===== src/hw/rtl/heightmap_box_smooth_3x3_unit_assert.svh =====
// Assertion macros for the RTL of the height map box smoother.
// Each use expects clk_i and rst_ni in the scope of the module.
`ifndef HEIGHTMAP_BOX_SMOOTH_3X3_UNIT_ASSERT_SVH
`define HEIGHTMAP_BOX_SMOOTH_3X3_UNIT_ASSERT_SVH

`ifndef ASSERT_OFF
`define HBS3_ASSERT(lbl, prop, msg) \
  lbl: assert property (@(posedge clk_i) disable iff (!rst_ni) (prop)) else $error(msg);
`define HBS3_ASSERT_NEXT(lbl, pre, post, msg) \
  `HBS3_ASSERT(lbl, (pre) |=> (post), msg)
`else
`define HBS3_ASSERT(lbl, prop, msg)
`define HBS3_ASSERT_NEXT(lbl, pre, post, msg)
`endif

`endif


===== src/hw/rtl/hbs3_pkg.sv =====
package hbs3_pkg;

  localparam int unsigned SampleBits  = 16;
  localparam int unsigned CfgBits     = 11;
  localparam int unsigned CfgIdxBits  = 2;
  localparam int unsigned MaxAddrBits = 12;
  localparam int unsigned MaxHeight   = 1024;
  localparam int unsigned QueueDepth  = 4;

  // Column sums of three samples and the window sum of nine samples.
  localparam int unsigned ColBits   = SampleBits + 2;
  localparam int unsigned SumBits   = SampleBits + 4;
  // Magnitude of the window sum plus the rounding offset.
  localparam int unsigned MagBits   = SampleBits + 3;
  localparam int unsigned RecipBits = MagBits - 3;
  localparam logic [RecipBits-1:0] RecipNine =
    RecipBits'((64'd1 << MagBits) / 64'd9);

  localparam logic [CfgIdxBits-1:0] CfgFrameWidth  = 2'd0;
  localparam logic [CfgIdxBits-1:0] CfgFrameHeight = 2'd1;

  typedef struct packed {
    logic signed [SampleBits-1:0] height_sample;
    logic                         is_flush;
  } in_word_t;

  typedef struct packed {
    logic signed [SampleBits-1:0] smoothed_height;
    logic                         frame_last;
  } out_word_t;

  // One classified sample on its way from the front to the back.
  typedef struct packed {
    logic [MaxAddrBits-1:0]       addr;
    logic signed [SampleBits-1:0] sample;
    logic                         emit;
    logic                         border;
    logic                         last;
  } entry_t;

endpackage


===== src/hw/rtl/hbs3_queue.sv =====
`include "heightmap_box_smooth_3x3_unit_assert.svh"

module hbs3_queue (
  input  logic             clk_i,
  input  logic             rst_ni,
  input  logic             push_i,
  input  hbs3_pkg::entry_t entry_i,
  input  logic             pop_i,
  output logic             full_o,
  output logic             head_valid_o,
  output hbs3_pkg::entry_t head_o
);

  localparam int unsigned Depth   = hbs3_pkg::QueueDepth;
  localparam int unsigned PtrBits = $clog2(Depth);
  localparam int unsigned CntBits = PtrBits + 1;

  hbs3_pkg::entry_t     mem_q [Depth];
  logic [PtrBits-1:0]   wr_ptr_q, rd_ptr_q;
  logic [CntBits-1:0]   count_q, count_d;

  assign full_o       = (count_q == CntBits'(Depth));
  assign head_valid_o = (count_q != '0);
  assign head_o       = mem_q[rd_ptr_q];

  always_comb begin
    count_d = count_q;
    if (push_i && !pop_i) begin
      count_d = count_q + CntBits'(1);
    end else if (!push_i && pop_i) begin
      count_d = count_q - CntBits'(1);
    end
  end

  always_ff @(posedge clk_i or negedge rst_ni) begin
    if (!rst_ni) begin
      wr_ptr_q <= '0;
      rd_ptr_q <= '0;
      count_q  <= '0;
    end else begin
      if (push_i) begin
        wr_ptr_q <= wr_ptr_q + PtrBits'(1);
      end
      if (pop_i) begin
        rd_ptr_q <= rd_ptr_q + PtrBits'(1);
      end
      count_q <= count_d;
    end
  end

  always_ff @(posedge clk_i) begin
    if (push_i) begin
      mem_q[wr_ptr_q] <= entry_i;
    end
  end

  `HBS3_ASSERT(a_count_range, count_q <= CntBits'(Depth), "queue count beyond depth")
  `HBS3_ASSERT(a_no_pop_empty, pop_i |-> (count_q != '0), "pop from an empty queue")
  `HBS3_ASSERT(a_no_push_full, push_i |-> !full_o, "push into a full queue")
  `HBS3_ASSERT_NEXT(a_count_up, push_i && !pop_i, count_q == $past(count_q) + 1'b1, "count did not step up")

endmodule


===== config.mk =====
export PLATFORM = sky130hd
export DESIGN_NAME = hbs3_queue
export DESIGN_NICKNAME = d
export VERILOG_FILES = /design/src/hw/rtl/hbs3_pkg.sv /design/src/hw/rtl/hbs3_queue.sv
export VERILOG_INCLUDE_DIRS = /design/src /design/src/hw/rtl
export SDC_FILE = /design/constraint.sdc
export NUM_CORES = 1
export LEC_CHECK = 0
export ABC_AREA = 1
export BUFFER_PORTS_ARGS = -buffer_cell sky130_fd_sc_hd__buf_2
export CORE_UTILIZATION = 40
export DETAILED_ROUTE_END_ITERATION = 8
export GPL_TIMING_DRIVEN = 0
export PLACE_DENSITY = 0.63
export SYNTH_ARGS = -nofsm -noshare
export SYNTH_HDL_FRONTEND = slang
export SYNTH_SLANG_ARGS = --single-unit

===== constraint.sdc =====
create_clock -name clk_i -period 3.29 [get_ports clk_i]
set_input_delay 0.329 -clock clk_i [delete_from_list [all_inputs] [get_ports clk_i]]
set_output_delay 0.329 -clock clk_i [all_outputs]
set_load 0.01 [all_outputs]

Yosys cells after proc, flatten, opt, wreduce, memory -nomap -nowiden

Memories as Yosys holds them, arrays and structs flattened.
Cells that the tools add are included.

Bits in registers: 7
Bits in writable memories: 124
Bits of input ports: 35
Output and inout port bits: 33
Memories kept: 1

Memories:

| memory | depth | width | rd ports | clocked after memory_dff | write ports | RTL line         | source |
|---|---|---|---|---|---|---|---|
| mem_q  | 4     | 31    | 1        | 0                        | 1           | hbs3_queue.sv:18 | `hbs3_pkg::entry_t mem_q [Depth];` |

Add/subtract/negate cells: 4
Equality and inequality tests: 1
Muxes and demuxes: 4
Reduce and logical (&&, ||, !) cells: 6

Operators with widths:

| operator                                         | number |
|---|---|
| two-way mux 3 bit                                | 2 |
| adder 2 x 1 -> 2 bit, second input constant      | 2 |
| adder 3 x 1 -> 3 bit, second input constant      | 1 |
| equality test 3 bit, second input constant       | 1 |
| nonzero test 3 bit                               | 1 |
| subtractor 3 x 1 -> 3 bit, second input constant | 1 |
| logical AND 1 bit                                | 2 |
| logical NOT 1 bit                                | 2 |
| two-way mux 1 bit                                | 2 |
| nonzero test 2 bit                               | 1 |

Longest topological paths before layout

Word-level depth: 4
Gate-level depth with buffers: 9
Depth with buffers taken out: 9

Worst setup path after synthesis

OpenSTA, ideal clock, no wires.

Path type: reg-to-reg
Start point: register wr_ptr_q[0]
End point: memory mem_q[2][0] (netlist name), enable pin
Library setup time: 386 ps
Arrival time: 1278 ps
Path slack: 1626 ps
Cell stages (with the launch flop): 5
Buffers on the path: 0
Clock period less this slack: 1664 ps
Cells stage by stage: dfrtp_1 -> inv_1 -> ha_1 -> nand2_1 -> inv_1

RTL lines:

| what                   | RTL line         | source |
|---|---|---|
| from (decl)            | hbs3_queue.sv:19 | `logic [PtrBits-1:0] wr_ptr_q, rd_ptr_q;` |
| from (signal assigned) | hbs3_queue.sv:42 | `wr_ptr_q <= wr_ptr_q + PtrBits'(1);` |
| to (decl)              | hbs3_queue.sv:18 |  |

No word-level cell before the write port.

==> results <==
- In this run the critical register-to-register path is captured at mem_q[1][22].
- The worst path meets setup with 1.25 ns of slack.
- Summed over all cells, the static leakage comes to 2.72 nW.
- The synthesis-to-finish area growth is 19.3%.
- The routed length per placed instance is 16.2 um.
- The first global-routing pass estimated 17.2 mm of wire.
- The number of buffers created by CTS is 17.
- In the post-synthesis netlist, the cell with the most instances is edfxtp_1.
- For this run the aggregate overflow at the end of global routing stands at 0.
- The clock arrives with 0.00864 ns of skew.
- The detailed router finished its first iteration with 178 violations.
- The count of endpoints failing hold in the final timing report is 0.
- The slew at the pin closest to its max-slew limit is 0.817 ns.
- Final hold analysis gives a worst-case slack of 0.128 ns.
- The sum of internal, switching and leakage power is 6.04 mW.
- The synthesis warning total is 0.
- The kind of end point of the critical path is an output port.
- The depth of the CTS H-tree is 4.
- The die is 119 um wide.
- The number of buffers between clock root and the deepest sink is 2.
- In this run the tool buffered the top-level ports with 67 buffer cells.
- The critical path data required time is 2.96 ns.
- The flow ran to the end, and the final reports show no timing, DRC or antenna violations.
- The dominant register cell in the synthesized netlist is edfxtp_1.
- The destination of the worst hold path is mem_q[2][11].
- The fraction of registers with async set or reset after synthesis is 5.34%.
- After clock tree synthesis, the clock-pin slew on the worst setup and hold paths is 0.05 ns.
- The kind of path behind the tightest hold check is input port to register.
- The share of the Yosys chip area taken by registers is 71.2%.
- Each instance of the synthesized netlist takes up on average 13.4 um2.
- In the routed design, unresolved DRC markers number 0.
- The number of iterations in the first detailed-routing pass is 4.
- The overall die height is 119 um.
- The cell taking the most area after synthesis is edfxtp_1.
- The pin count of the biggest net entering global routing is 32.
- The maximum net fanout on the critical path is 10.
- The total power per unit cell area is 924 nW/um2.
- The floorplan die area is 14200 um2.
- The worst register-to-register path has a setup slack of 1.56 ns.
- By count the netlist is led by edfxtp_1 (124), nand2_1 (107), inv_1 (73), o211ai_1 (33), o211ai_2 (29).
- Setup violations remaining at the end of the flow were counted as 0.
- The average via count per standard cell is 4.78.
- The ratio of cells with drive above 1 in the final layout is 27.8%.
- Headroom to the max-slew limit came out at 45.5%.
- In this run the most critical hold path is launched from entry_i[11].
- STA classifies the critical path startpoint as a register.
- The data arrival time of the critical path is 1.71 ns.
- The category of the critical setup timing path is register to output port.
- The share of the clock period used by the worst path after layout is 62.0%.
- Counting the fill cells in the layout gives 1184.
- The path depth of the worst reg2reg path is 4.
- The number of antenna violations at the first check in global routing is 2.
- The most critical setup path has its startpoint at rd_ptr_q[1].
- The number of rows created at floorplan is 42.
- Counting distinct cell types in the post-synthesis netlist gives 21.
- The total area inside the core boundary comes to 13300 um2.
- The detailed router placed 3277 vias in this run.
- The CTS tree is built.
- The clock sink count is 131.
- The half-perimeter wire length after placement is 6.60 mm.
- The initial utilization of the core area, before any placement, comes to 41.2%.
- The congestion estimate from routability-driven global placement came to 0.709.
- The total routing usage reported by global routing is 16.7%.
- Ranked by total cell area, the synthesized netlist is headed by edfxtp_1 (68%), nand2_1 (7.3%), o211ai_2 (6.6%), inv_1 (5.0%), o211ai_1 (4.5%).
- Along the worst hold path, the cell count comes to 1.
- In this run the critical register-to-register path is launched from wr_ptr_q[1].
- The final setup TNS is 0 ns.
- The count of pins on the block boundary is 68.
- After the last flow step, the layout net total stands at 538.
- Timing analysis after detailed placement gives a worst setup slack of 1.43 ns.
- The max-cap violation count is 0.
- The final number of max-transition violations came to 0.
- The total routed wirelength is 11.1 mm.
- Setup repair after global routing left no endpoint under its margin.
- The number of nets in the synthesized netlist is 451.
- Summed over its instances, the top area cell type makes up 68.0% of the synthesized netlist area.
- The count of flip-flops with a built-in enable after synthesis is 124.
- The number of global-route vias before repair came to 3313.
- The count of antenna diodes in the layout is 0.
- The buffer cell driving the clock tree root is clkbuf_16.
- The count of nets left with antenna violations once routing finished came out at 0.
- Based on the critical path, the design can be clocked at up to 490 MHz.
- The number of cells produced by synthesis is 410.
- The clock latency on the worst-skew pair is 0.41 ns.
- The post-synthesis instance area is 5480 um2.
- Counting flops and latches in the post-synthesis netlist gives 131.
- The largest voltage drop on the vdd net is 527 uV.
- The worst path needs 2.04 ns of the cycle, external delays included.
-- timing repair --
action | in CTS | in global routing
hold buffers | 1 | 0
resized for setup | 0 | 0
hold endpoints to repair | 7 | 0
buffers inserted | 0 | 0
-- where the power goes --
part	switching (mW)	internal [mW]	total [mW]
Sequential	0.110	2.20	2.31
Combinational	1.39	0.768	2.16
Clock	0.625	0.944	1.57
Total	2.13	3.91	6.04
-- flip-flops by register name, summed over array words and instances (netlist names) --
register  cells
mem_q       124
count_q       3
rd_ptr_q      2
wr_ptr_q      2
-- layer usage --
| metal | GRT usage [%] | part of all wire (%) | wire length [um] | up-vias |
|---|---|---|---|---|
| met2 | 28.1 | 50 | 5530 | 72 |
| met3 | 6.27 | 5.6 | 616 | 17 |
| met4 | 5.54 | 1.5 | 168 | 2 |
| met5 | 0 | 0.14 | 16 | - |
| met1 | 19.5 | 43 | 4750 | 1602 |
| li1 | - | - | - | 1584 |
-- critical path: stages (launching register included) --
cell      delay, ns
dfrtp_1        0.43
inv_2          0.12
buf_2          0.33
o211ai_2       0.15
nand2_1        0.12
buf_2          0.14
-- layout by cell type (no fill, tap or decap) --
master         netlist  layout
buf_2               13      80
buf_4                1       1
buf_6                5       5
buf_8                1       1
clkbuf_1             1       8
clkbuf_16            0      17
clkinv_1             0       4
clkinv_2             0       3
clkinvlp_4           0       1
dfrtp_1              7       7
dlygate4sd3_1        0       1
edfxtp_1           124     124
fa_1                 1       1
ha_1                 5       5
inv_1               73      69
inv_2                1       5
nand2_1            107     107
nand3_1              1       1
nand4_1              1       1
nor2_1               1       1
nor3_1               1       1
o211ai_1            33      33
o211ai_2            29      29
o21ai_1              1       1
xnor2_1              1       1
xor2_1               3       3
-- metrics by stage --
stage	instances	area, um2	util (%)
floorplan	410	5480	-
global placement	653	6030	45.4
detailed placement	653	6030	45.4
CTS	686	6530	49.1
global route	686	6530	49.1
finish	686	6530	49.1
-- final cells by class --
class                   count  area, um2  share of cell area [%]
plain buffers              21        148                    2.26
well taps                 176        220                    3.37
inverters                  74        278                    4.25
clock buffers              24        452                    6.91
repair buffers             68        345                    5.29
multi-input cells         184       1150                    17.7
flip-flops and latches    131       3900                    59.7
clock inverters             8       37.5                   0.574
-- kinds of logic after synthesis --
family,count (synthesis),synth area share [%]
xor gates and xnor gates,4,0.640
AOI/OAI and AO/OA,63,11.2
and+or+nand+nor,111,7.70
adders and majority gates,6,1.51
DFF,131,71.2
buffers and inverters,95,7.76
-- how the worst max path moves through the flow --
stage | endpoint
detailed placement | mem_q[1][4]
CTS | head_o[25]
floorplan | mem_q[2][0]
global placement | mem_q[0][4]
global route | head_o[25]
finish | head_o[25]
Power figures use the tool's default switching activity.
