## src/hw/rtl/heightmap_box_smooth_3x3_unit_assert.svh

```systemverilog
// Assertion macros for the RTL of the height map box smoother.
// Each use expects clk_i and rst_ni in the scope of the module.
`ifndef HEIGHTMAP_BOX_SMOOTH_3X3_UNIT_ASSERT_SVH
`define HEIGHTMAP_BOX_SMOOTH_3X3_UNIT_ASSERT_SVH

`ifndef ASSERT_OFF
`define HBS3_ASSERT(lbl, prop, msg) \
  lbl: assert property (@(posedge clk_i) disable iff (!rst_ni) (prop)) else $error(msg);
`define HBS3_ASSERT_NEXT(lbl, pre, post, msg) \
  `HBS3_ASSERT(lbl, (pre) |=> (post), msg)
`else
`define HBS3_ASSERT(lbl, prop, msg)
`define HBS3_ASSERT_NEXT(lbl, pre, post, msg)
`endif

`endif

```

## src/hw/rtl/hbs3_pkg.sv

```systemverilog
package hbs3_pkg;

  localparam int unsigned SampleBits  = 16;
  localparam int unsigned CfgBits     = 11;
  localparam int unsigned CfgIdxBits  = 2;
  localparam int unsigned MaxAddrBits = 12;
  localparam int unsigned MaxHeight   = 1024;
  localparam int unsigned QueueDepth  = 4;

  // Column sums of three samples and the window sum of nine samples.
  localparam int unsigned ColBits   = SampleBits + 2;
  localparam int unsigned SumBits   = SampleBits + 4;
  // Magnitude of the window sum plus the rounding offset.
  localparam int unsigned MagBits   = SampleBits + 3;
  localparam int unsigned RecipBits = MagBits - 3;
  localparam logic [RecipBits-1:0] RecipNine =
    RecipBits'((64'd1 << MagBits) / 64'd9);

  localparam logic [CfgIdxBits-1:0] CfgFrameWidth  = 2'd0;
  localparam logic [CfgIdxBits-1:0] CfgFrameHeight = 2'd1;

  typedef struct packed {
    logic signed [SampleBits-1:0] height_sample;
    logic                         is_flush;
  } in_word_t;

  typedef struct packed {
    logic signed [SampleBits-1:0] smoothed_height;
    logic                         frame_last;
  } out_word_t;

  // One classified sample on its way from the front to the back.
  typedef struct packed {
    logic [MaxAddrBits-1:0]       addr;
    logic signed [SampleBits-1:0] sample;
    logic                         emit;
    logic                         border;
    logic                         last;
  } entry_t;

endpackage

```

## src/hw/rtl/hbs3_front.sv

```systemverilog
module hbs3_front #(
  parameter int unsigned MAX_WIDTH = 1024
) (
  input  logic                                clk_i,
  input  logic                                rst_ni,
  input  logic                                cfg_we_i,
  input  logic [hbs3_pkg::CfgIdxBits-1:0]     cfg_index_i,
  input  logic [hbs3_pkg::CfgBits-1:0]        cfg_wdata_i,
  input  logic                                in_valid_i,
  input  hbs3_pkg::in_word_t                  in_word_i,
  input  logic                                full_i,
  output logic                                push_o,
  output hbs3_pkg::entry_t                    entry_o
);

  localparam int unsigned AW = $clog2(MAX_WIDTH);
  localparam int unsigned CB = hbs3_pkg::CfgBits;

  logic [CB-1:0] width_q, width_d, height_q, height_d;
  logic [AW-1:0] x_q, x_d;
  logic [CB-1:0] y_q, y_d;

  logic [CB-1:0] w_eff, h_eff;
  logic [AW-1:0] x_eff;
  logic [CB:0]   h_plus1;
  logic          x0, x1, emit, last, row_top, row_bot, x_wrap, accept;

  always_comb begin
    if (width_q < CB'(3)) begin
      w_eff = CB'(3);
    end else if (32'(width_q) > MAX_WIDTH) begin
      w_eff = CB'(MAX_WIDTH);
    end else begin
      w_eff = width_q;
    end
    if (height_q < CB'(3)) begin
      h_eff = CB'(3);
    end else if (32'(height_q) > hbs3_pkg::MaxHeight) begin
      h_eff = CB'(hbs3_pkg::MaxHeight);
    end else begin
      h_eff = height_q;
    end
  end

  // A result in column 0 belongs to the last column of the row before.
  assign x_eff   = (32'(x_q) >= 32'(w_eff)) ? '0 : x_q;
  assign x0      = (x_eff == '0);
  assign x1      = (x_eff == AW'(1));
  assign h_plus1 = {1'b0, h_eff} + (CB+1)'(1);
  assign emit    = (y_q >= CB'(2)) || ((y_q == CB'(1)) && !x0);
  assign row_top = x0 ? (y_q == CB'(2)) : (y_q == CB'(1));
  assign row_bot = x0 ? ({1'b0, y_q} == h_plus1) : (y_q == h_eff);
  assign last    = x0 && ({1'b0, y_q} == h_plus1);
  assign x_wrap  = (32'(x_eff) + 32'd1) >= 32'(w_eff);
  assign accept  = in_valid_i && !full_i;

  assign push_o         = accept;
  assign entry_o.addr   = hbs3_pkg::MaxAddrBits'(x_eff);
  assign entry_o.sample = in_word_i.is_flush ? '0 : in_word_i.height_sample;
  assign entry_o.emit   = emit;
  assign entry_o.border = row_top || row_bot || x0 || x1;
  assign entry_o.last   = last;

  always_comb begin
    width_d  = width_q;
    height_d = height_q;
    x_d      = x_q;
    y_d      = y_q;
    if (cfg_we_i) begin
      case (cfg_index_i)
        hbs3_pkg::CfgFrameWidth: begin
          width_d = cfg_wdata_i;
          x_d     = '0;
          y_d     = '0;
        end
        hbs3_pkg::CfgFrameHeight: begin
          height_d = cfg_wdata_i;
          x_d      = '0;
          y_d      = '0;
        end
        default: begin
        end
      endcase
    end else if (accept) begin
      if (emit && last) begin
        x_d = '0;
        y_d = '0;
      end else if (x_wrap) begin
        x_d = '0;
        y_d = y_q + CB'(1);
      end else begin
        x_d = x_eff + AW'(1);
      end
    end
  end

  always_ff @(posedge clk_i or negedge rst_ni) begin
    if (!rst_ni) begin
      width_q  <= CB'(64);
      height_q <= CB'(64);
      x_q      <= '0;
      y_q      <= '0;
    end else begin
      width_q  <= width_d;
      height_q <= height_d;
      x_q      <= x_d;
      y_q      <= y_d;
    end
  end

endmodule

```

## config.mk

```make
export PLATFORM = sky130hd
export DESIGN_NAME = hbs3_front
export DESIGN_NICKNAME = d
export VERILOG_FILES = /design/src/hw/rtl/heightmap_box_smooth_3x3_unit_assert.svh /design/src/hw/rtl/hbs3_pkg.sv /design/src/hw/rtl/hbs3_front.sv
export SDC_FILE = /design/constraint.sdc
export NUM_CORES = 1
export LEC_CHECK = 0
export ABC_CLOCK_PERIOD_IN_PS = 12360
export BUFFER_PORTS_ARGS = -buffer_cell sky130_fd_sc_hd__buf_2
export CAP_MARGIN = 20
export CORE_UTILIZATION = 45
export CTS_CLUSTER_SIZE = 24
export DETAILED_ROUTE_END_ITERATION = 10
export HOLD_SLACK_MARGIN = 0.12
export PLACE_DENSITY = 0.65
export SYNTH_ARGS = -nofsm -noshare
export SYNTH_HDL_FRONTEND = slang
export SYNTH_SLANG_ARGS = --single-unit
```

## constraint.sdc

```tcl
create_clock -name clk_i -period 12.36 [get_ports clk_i]
set_input_delay 0.618 -clock clk_i [delete_from_list [all_inputs] [get_ports clk_i]]
set_output_delay 0.618 -clock clk_i [all_outputs]
set_load 0.01 [all_outputs]
```

# After elaboration in Yosys (flattened, before gate mapping)
# Cells that the tools add are included.
[totals] ff_bits=43 in_bits=35 out_inout_bits=32
[op_classes] addsub=4 n_lt_le_gt_ge=7 eq_ne=7 mux=18 reduce_logical=19
[op_table] op="$mux 11" count=9
[op_table] op="$mux 10" count=6
[op_table] op="$gt 11x11->1 const B" count=2
[op_table] op="$lt 11x2->1 const B" count=2
[op_table] op="$mux 16" count=1
[op_table] op="$add 11x1->12 const B" count=1
[op_table] op="$eq 11x12->1" count=1
[op_table] op="$add 10x1->11 const B" count=1
[op_table] op="$add 11x1->11 const B" count=1
[op_table] op="$eq 11x1->1 const B" count=1
[op_table] op="$eq 11x11->1" count=1
[op_table] op="$eq 11x2->1 const B" count=1
[op_table] op="$ge 10x11->1" count=1
[op_table] op="$ge 11x11->1" count=1
[op_table] op="$ge 11x2->1 const B" count=1
[op_table] op="$add 10x1->10 const B" count=1
[op_table] op="$eq 10x1->1 const B" count=1
[op_table] op="$logic_not 10->1" count=1
[op_table] op="$reduce_and 2->1" count=3
[op_table] op="$logic_and 1x1->1" count=4
[op_table] op="$logic_or 1x1->1" count=4
[op_table] op="$reduce_and 3->1" count=1
[op_table] op="$reduce_bool 3->1" count=1
[op_table] op="$eq 2x1->1 const B" count=1
[op_table] op="6 further kinds" count=8

# Longest topological paths before layout
# Gate-level depths: netlist of run 1.
[depth] word_depth=13 depth_mapped=27

# Worst setup path before layout of run 1
# Ideal clock, no wire load.
[synth_path] kind="register -> register" from="register width_q[5]" to="register x_q[0]" setup_ns=0.077 t_arrival_ns=5.086 slack_ns=7.197 stages_incl_launch_ff=24 period_less_slack_ns=5.163 path_cell_list="dfrtp_1 nor4_1 a21o_1 nand2_1 ha_1 nand3_1 a211o_1 a21oi_1 clkbuf_1 nand2b_1 inv_1 ha_1 and3_1 and3_1 nand3_1 xor2_1 nor2_1 ha_1 a222oi_1 nand2_1 o32a_1 clkbuf_1 or3_1 o21ai_1"
[synth_lines] element="start: declaration" line_no="hbs3_front.sv:19" rtl="logic [CB-1:0] width_q, width_d, height_q, height_d;"
[synth_lines] element="start signal: assignment" line_no="hbs3_front.sv:104" rtl="width_q <= width_d;"
[synth_lines] element="end signal: assignment" line_no="hbs3_front.sv:101" rtl="x_q <= '0;"
[synth_lines] element="end signal: assignment" line_no="hbs3_front.sv:106" rtl="x_q <= x_d;"
[synth_lines] element="end: declaration" line_no="hbs3_front.sv:20" rtl="logic [AW-1:0] x_q, x_d;"

# Worst setup path in the final report of run 1
[layout_path] from="register width_q[9]" to="register y_q[10]"
[layout_via] elab_chain_cells=13 elab_cells_between_ends=19 cone_classes="add/sub: 1; order compare: 4; mux: 6; reduce/logical: 8"
[layout_lines] element="$gt 11x11->1" line_no="hbs3_front.sv:31" rtl="end else if (32'(width_q) > MAX_WIDTH) begin"
[layout_lines] element="$mux 11" line_no="hbs3_front.sv:31"
[layout_lines] element="$mux 11 (*)" line_no="hbs3_front.sv:29" rtl="if (width_q < CB'(3)) begin"
[layout_lines] element="branches (longest 10 deep; another with $ge 10x11->1)"
[layout_lines] element="end signal: assignment" line_no="hbs3_front.sv:107" rtl="y_q <= y_d;"
[layout_lines] element="end: declaration" line_no="hbs3_front.sv:21" rtl="logic [CB-1:0] y_q, y_d;"
# Mark *: on every way between the ends. The select of a mux whose other input is x is not followed.
# A chain may end at the register's enable or synchronous reset.

==> results.yml, run 1 <==
worst_setup_path:
  r2r-end: "y_q[10]"
  cp_max_fo: 19
  critPathRequiredTime_ns: 12.60
  worstSetupEndpointType: "flop"
  r2r_setup_slack_ns: 6.99
  worst_setup_path_start_kind: "flop"
  worstPathArrival_ns: 5.62
  r2r-start: "width_q[9]"
  max_stage_delay_ns: 0.53
  slowest_stage: "o32a_1"
  path_class: "flop to flop"
  rr_worst_depth: 25
power_and_ir_drop:
  worst_ir_drop_vdd_mv: 0.0702
  finalPower_uw: 468
  p_per_area_mw_per_mm2: 115
  power.leakage_uw: 0.00186
detailed_routing:
  drt_pass1_iterations: 4
  routed_via_density: 5.75
  wl_per_cell_um: 15.9
  drtAntennaViolNets: 0
  via_count: 3277
  drt_iter0_drc: 175
  drc: 0
  drt_wl_total_um: 9090
run_status:
  status: "finished clean"
logic_synthesis:
  synthesis.area_sq_mm: 0.00360
  syn_inst: 415
  synthTopCellsByCount: "41 x dfrtp_1, 39 x nand2_1, 31 x nor2b_1"
  synthTopCellsByArea: "dfrtp_1 29%, ha_1 9.7%, mux2_2 6.6%, nor2b_1 5.4%, nand2_1 4.1%"
  async_reset_ff_share_pct: 100
  syn_avg_cell_area_sq_um: 8.66
  synth.top_cell.area_share_pct: 28.5
  synth_edf_count: 0
  synth.most_common_cell: "dfrtp_1"
  synth_top_area_cell: "dfrtp_1"
  ys_seq_elements: 43
  ys_seq_area_share_pct: 30.0
  synth_warnings: 0
  synthFlopType: "dfrtp_1"
  yosysUniqueCellTypes: 56
sta:
  setup-tns-final_ns: 0
  timing.final.hold_violations: 0
  slew_headroom_pct: 47.8
  finalCritPeriodShare_pct: 43.5
  clock_skew_ns: 0.00796
  maxSlewViolCount: 0
  final.min_clock_period_ns: 5.37
  worst_pin_slew_ns: 0.783
  fmax_ghz: 0.186
  rsz0062_at_grt: "false"
  finalSetupViolations: 0
die:
  die_h_um: 91.4
  start_util_pct: 46.5
  placeableCoreArea_sq_mm: 0.00773
  fp-row-count: 32
  die_w_um: 91.4
  io_pins: 67
  die_area_sq_mm: 0.00835
place:
  dp_hpwl_um: 6890
  gp_congestion: 0.859
  io_buffers: 64
  dp.cells: 560
global_route:
  gr-total-overflow: 0
  grt_max_degree: 44
  grt_first_pass_wirelength_um: 14800
  grt_pass1_vias: 3031
  antenna_found_initial: 0
  grt.total_usage_pct: 22.3
cts:
  cts_buffers: 5
  hold_buffers: 0
  post_cts_resized: 0
  post_cts_buffers: 0
  clock_path_buffers: 2
  clock_sinks: 43
  cts_root_buf: "clkbuf_8"
  clk_pin_slew_ns: 0.09
  htree_levels: 2
  clock_latency_ns: 0.30
  cts_tree: "built"
final_layout:
  syn2layout_area_growth_pct: 13.3
  final_nets: 530
  final_util_pct: 52.7
  stdcell_count: 570
  diodes: 0
  final_layout_size_suffix_gt1_share_pct: 22.9
hold_path:
  hold_path_class: "input port to asynchronous set/reset pin"
flow_run:
  maxCapViolCount: 0
[area by class of cell]
class	instances	area (sq um)
fill	772	3650
sequential	43	1080
inverter	18	67.6
timing repair buffer	69	368
clock inverter	2	16.3
multi-input combinational	330	2330
clock buffer	6	82.6
tap	102	128
[layer usage]
layer	track usage (%)	share of wire [%]
met1	29.7	47
met2	36.8	48
met3	2.60	2.8
met4	8.47	2.6
met5	0	0
[layout by cell type, fill, tap and decap left out, types with 2 or more instances in the layout]
cell / instances
nand3_1: 17
nor4b_1: 2
nor2b_1: 31
dfstp_2: 2
a21o_1: 5
ha_1: 28
o22ai_1: 5
and3_1: 8
nand2b_1: 7
xnor2_1: 14
o21ai_1: 5
clkbuf_8: 6
o211ai_1: 3
nand4_1: 8
a211oi_1: 3
nor4_2: 2
a32o_1: 6
mux2i_1: 3
a31oi_1: 6
a21oi_1: 20
nor3_1: 8
buf_2: 65
nand2_1: 39
nor4_1: 5
or4_1: 4
nor4bb_1: 2
nor2_1: 20
buf_4: 3
conb_1: 2
or3_1: 5
and4_1: 3
xor2_1: 8
o2111ai_1: 2
o21ai_0: 15
mux2_2: 21
nand3b_1: 2
and3b_1: 2
dfrtp_1: 41
a211o_1: 2
inv_1: 18
[worst max-delay path: cells and delay by family, from the launching register on]
family | cells | cell delay (ns)
simple gates | 14 | 2.79
compound gates | 6 | 0.97
fa+ha+maj | 3 | 0.81
flops | 1 | 0.40
buf+inv | 1 | 0.20
xor+xnor | 1 | 0.16
[sequential cells by signal, summed over array words and instances, names as in the netlist]
name      cells
y_q          11
width_q      11
height_q     11
x_q          10
[where the power goes]
group          switching [uW]  leakage [uW]  internal [uW]
logic                    93.5       0.00127           78.9
clock network            52.6     0.0000474           45.7
registers                37.4      0.000546            160
[kinds of logic (layout without fill, tap and decap cells)]
group / Yosys count / in the layout / share of synthesized area, %
flip-flops: 43 / 43 / 30.0
AO/OA/AOI/OAI: 84 / 84 / 15.5
other: 1 / 2 / 0.104
AND/OR/NAND/NOR: 170 / 170 / 26.6
buffers and inverters: 43 / 95 / 5.32
multiplexers: 24 / 24 / 7.41
XOR/XNOR: 22 / 22 / 5.36
adder cells (fa/ha/maj): 28 / 28 / 9.74
[metrics by stage]
| stage | instance area (sq um) | hold WS [ns] | setup WS [ns] |
|---|---|---|---|
| CTS | 4050 | 0.508 | 6.90 |
| global placement | 3950 | 0.515 | 7.16 |
| global route | 4070 | 0.279 | 6.48 |
| detailed placement | 3950 | 0.529 | 6.95 |
| finish | 4070 | 0.265 | 6.99 |
| floorplan | 3600 | 0.322 | 7.20 |
[how the worst max path moves through the flow]
stage	start	end	slack, ns	depth (start not counted)
after floorplan	width_q[5]	x_q[0]	7.20	23
after global placement	width_q[9]	y_q[1]	7.16	22
after detailed placement	width_q[9]	y_q[1]	6.95	22
after CTS	width_q[9]	y_q[1]	6.90	22
after global routing	width_q[9]	x_q[9]	6.48	21
final	width_q[9]	y_q[10]	6.99	25
(Power assumes the default switching activity.)
==> inputs of run 2 (changes only) <==
Settings changed: ABC_CLOCK_PERIOD_IN_PS 12360 to 4500, PLACE_DENSITY 0.65 to 0.67.
Clock period 12.36 ns to 4.5 ns, I/O delays scaled along.
==> run 2 against run 1 <==
Net effect: the flow now finishes with violations (negative setup slack); non-clock buffer count up 44; via count is 6.3% higher; first-iteration DRC count decreased by 3.4%; utilization grew 7.4 points; die area did not move; critical path type unchanged; highest routed layer unchanged.
==> results.yml, run 2 (synthesized netlist as in run 1, its figures left out) <==
final_layout:
  syn2layout_area_growth_pct: 29.1
  ff_latch_area_sq_mm: 0.00108
  diodes: 0
  nFillCells: 687
  final_nets: 574
  layout_commonest_cell: "buf_2"
  final_cell_mix: "64 x buf_2, 43 x buf_4, 41 x dfrtp_1"
  top_regs: "height_q x11, width_q x11, y_q x11"
  multi_input_area_sq_mm: 0.00256
  final_layout_size_suffix_gt1_share_pct: 35.9
sta:
  setup-tns-final_ns: -0.212
  maxSlewViolCount: 0
  hold_ws_ns: 0.165
  clock_skew_ns: 0.00887
  rsz0062_at_grt: "true"
  worst_slack_ns: -0.0722
  finalCritPeriodShare_pct: 102
  slew_headroom_pct: 61.6
  timing.final.hold_violations: 0
  finalSetupViolations: 4
  fmax_ghz: 0.219
  worst_pin_slew_ns: 0.575
  final.min_clock_period_ns: 4.57
cts:
  clock_path_buffers: 2
  cts_tree: "built"
  clock_sinks: 43
  cts_buffers: 5
  htree_levels: 2
  clock_latency_ns: 0.30
  clk_pin_slew_ns: 0.09
  cts_root_buf: "clkbuf_8"
detailed_routing:
  drt_iter0_drc: 169
  wl_per_cell_um: 16.3
  drc: 0
  routed_via_density: 5.67
  drt_wl_total_um: 10000
  via_count: 3483
  drt_pass1_iterations: 6
  drtAntennaViolNets: 0
worst_setup_path:
  critPathRequiredTime_ns: 4.74
  max_stage_delay_ns: 0.43
  slowest_stage: "o32a_4"
  worstSetupEndpointType: "flop"
  cp_max_fo: 7
  path_cells: "nor4_2 -> a21oi_1 -> nor2_1 -> ha_1 -> nand2b_4 -> nand3_2 -> a211o_1 -> a21oi_4 -> buf_6 -> nor2_4 -> ha_4 -> and3_4 -> and3_4 -> nand3_4 -> xor2_2 -> nor2_2 -> ha_1 -> a222oi_1 -> nand2_1 -> o32a_4 -> or3_4 -> o21ai_2"
  worstPathArrival_ns: 4.81
  path_class: "flop to flop"
  worst_setup_path_start_kind: "flop"
power_and_ir_drop:
  worst_ir_drop_vdd_mv: 0.169
  p_sw_uw: 559
  netSwitchingFraction_pct: 39.6
  power.leakage_uw: 0.00216
  seq_power_share_pct: 37.5
  pwr-share-comb_pct: 44.5
  clkPwrFrac_pct: 18.0
  intPower_uw: 854
  p_per_area_mw_per_mm2: 304
run_status:
  violations: "negative setup slack"
  status: "finished with violations"
die:
  placeableCoreArea_sq_mm: 0.00773
  die_w_um: 91.4
  die_h_um: 91.4
  fp-row-count: 32
  start_util_pct: 46.5
  die_area_sq_mm: 0.00835
  io_pins: 67
place:
  dp_hpwl_um: 7420
  gp_congestion: 0.842
  io_buffers: 64
global_route:
  gr-total-overflow: 0
  grt_max_degree: 44
  grt_pass1_vias: 3329
  antenna_found_initial: 0
  grt_first_pass_wirelength_um: 16400
  grt.total_usage_pct: 24.7
flow_run:
  maxCapViolCount: 0
hold_path:
  hold_path_class: "input port to flop"
## run 2: changes by cell type in the layout (fill, tap and decap cells not counted), moves of 4 or more
cell     before  now
nand2_1      39   35
a21oi_1      20   15
buf_6         0    4
buf_4         3   43
a21oi_2       1    5
## run 2: what timing repair did
item                                    4_1_cts  5_1_grt
buffers inserted                              5        6
endpoints found under the setup margin       14       21
hold buffers                                  1        0
pin swaps                                     8       26
gates resized for setup                       4       34
gates cloned                                  0        1
endpoints found under the hold margin         6        0
## run 2: layer usage
| metal | global-route usage, % | part of all wire (%) | wire length, um |
|---|---|---|---|
| met1 | 31.8 | 43 | 4300 |
| met3 | 3.43 | 4.1 | 409 |
| met2 | 42.3 | 51 | 5070 |
| met4 | 8.20 | 2.5 | 251 |
| met5 | 0 | 0 | 0 |
## run 2: final timing paths
kind / startpoint / end / slack, ns / depth (start not counted)
worst max-delay path: width_q[8] / x_q[0] / -0.07 / 22
worst min-delay path: cfg_wdata_i[3] / height_q[3] / 0.17 / 2
worst max register to register: width_q[8] / x_q[0] / -0.07 / 22
worst min register to register: width_q[1] / width_q[1] / 0.54 / 1
max in group asynchronous: rst_ni / x_q[1] / 3.55 / 3
min in group asynchronous: rst_ni / height_q[0] / 0.45 / 2
## run 2: stage by stage
stage / instances / power [uW] / setup WS, ns / instance area (sq um) / util (%)
CTS: 606 / 1370 / 0.00448 / 4420 / 57.2
floorplan: 416 / 905 / -0.176 / 3690 / -
finish: 614 / 1410 / -0.0722 / 4640 / 60.1
global placement: 592 / 1080 / -0.0253 / 4260 / 55.2
global route: 614 / 1510 / -0.374 / 4640 / 60.1
detailed placement: 592 / 1100 / -0.144 / 4260 / 55.2
## run 2: cell type report
| cell class | count | share of cell area, % |
|---|---|---|
| Clock inverter | 2 | 0.269 |
| Timing Repair Buffer | 113 | 15.6 |
| Clock buffer | 6 | 1.56 |
| Inverter | 18 | 1.51 |
| Sequential cell | 43 | 23.2 |
| Multi-Input combinational cell | 330 | 55.1 |
| Tap cell | 102 | 2.75 |
## run 2: worst max-delay path, delay by kind of cell (launching register included)
family | cells | cell delay (ns)
fa+ha+maj | 3 | 0.66
compound gates | 6 | 1.23
flops | 1 | 0.39
buf+inv | 1 | 0.14
xor+xnor | 1 | 0.16
simple gates | 11 | 1.94
## run 2: power groups by stage
stage	Clock, uW	Combinational (uW)	Sequential [uW]
finish	255	629	530
detailed placement	0	561	535
global placement	0	543	533
global route	278	698	537
floorplan	0	419	486
CTS	261	578	527
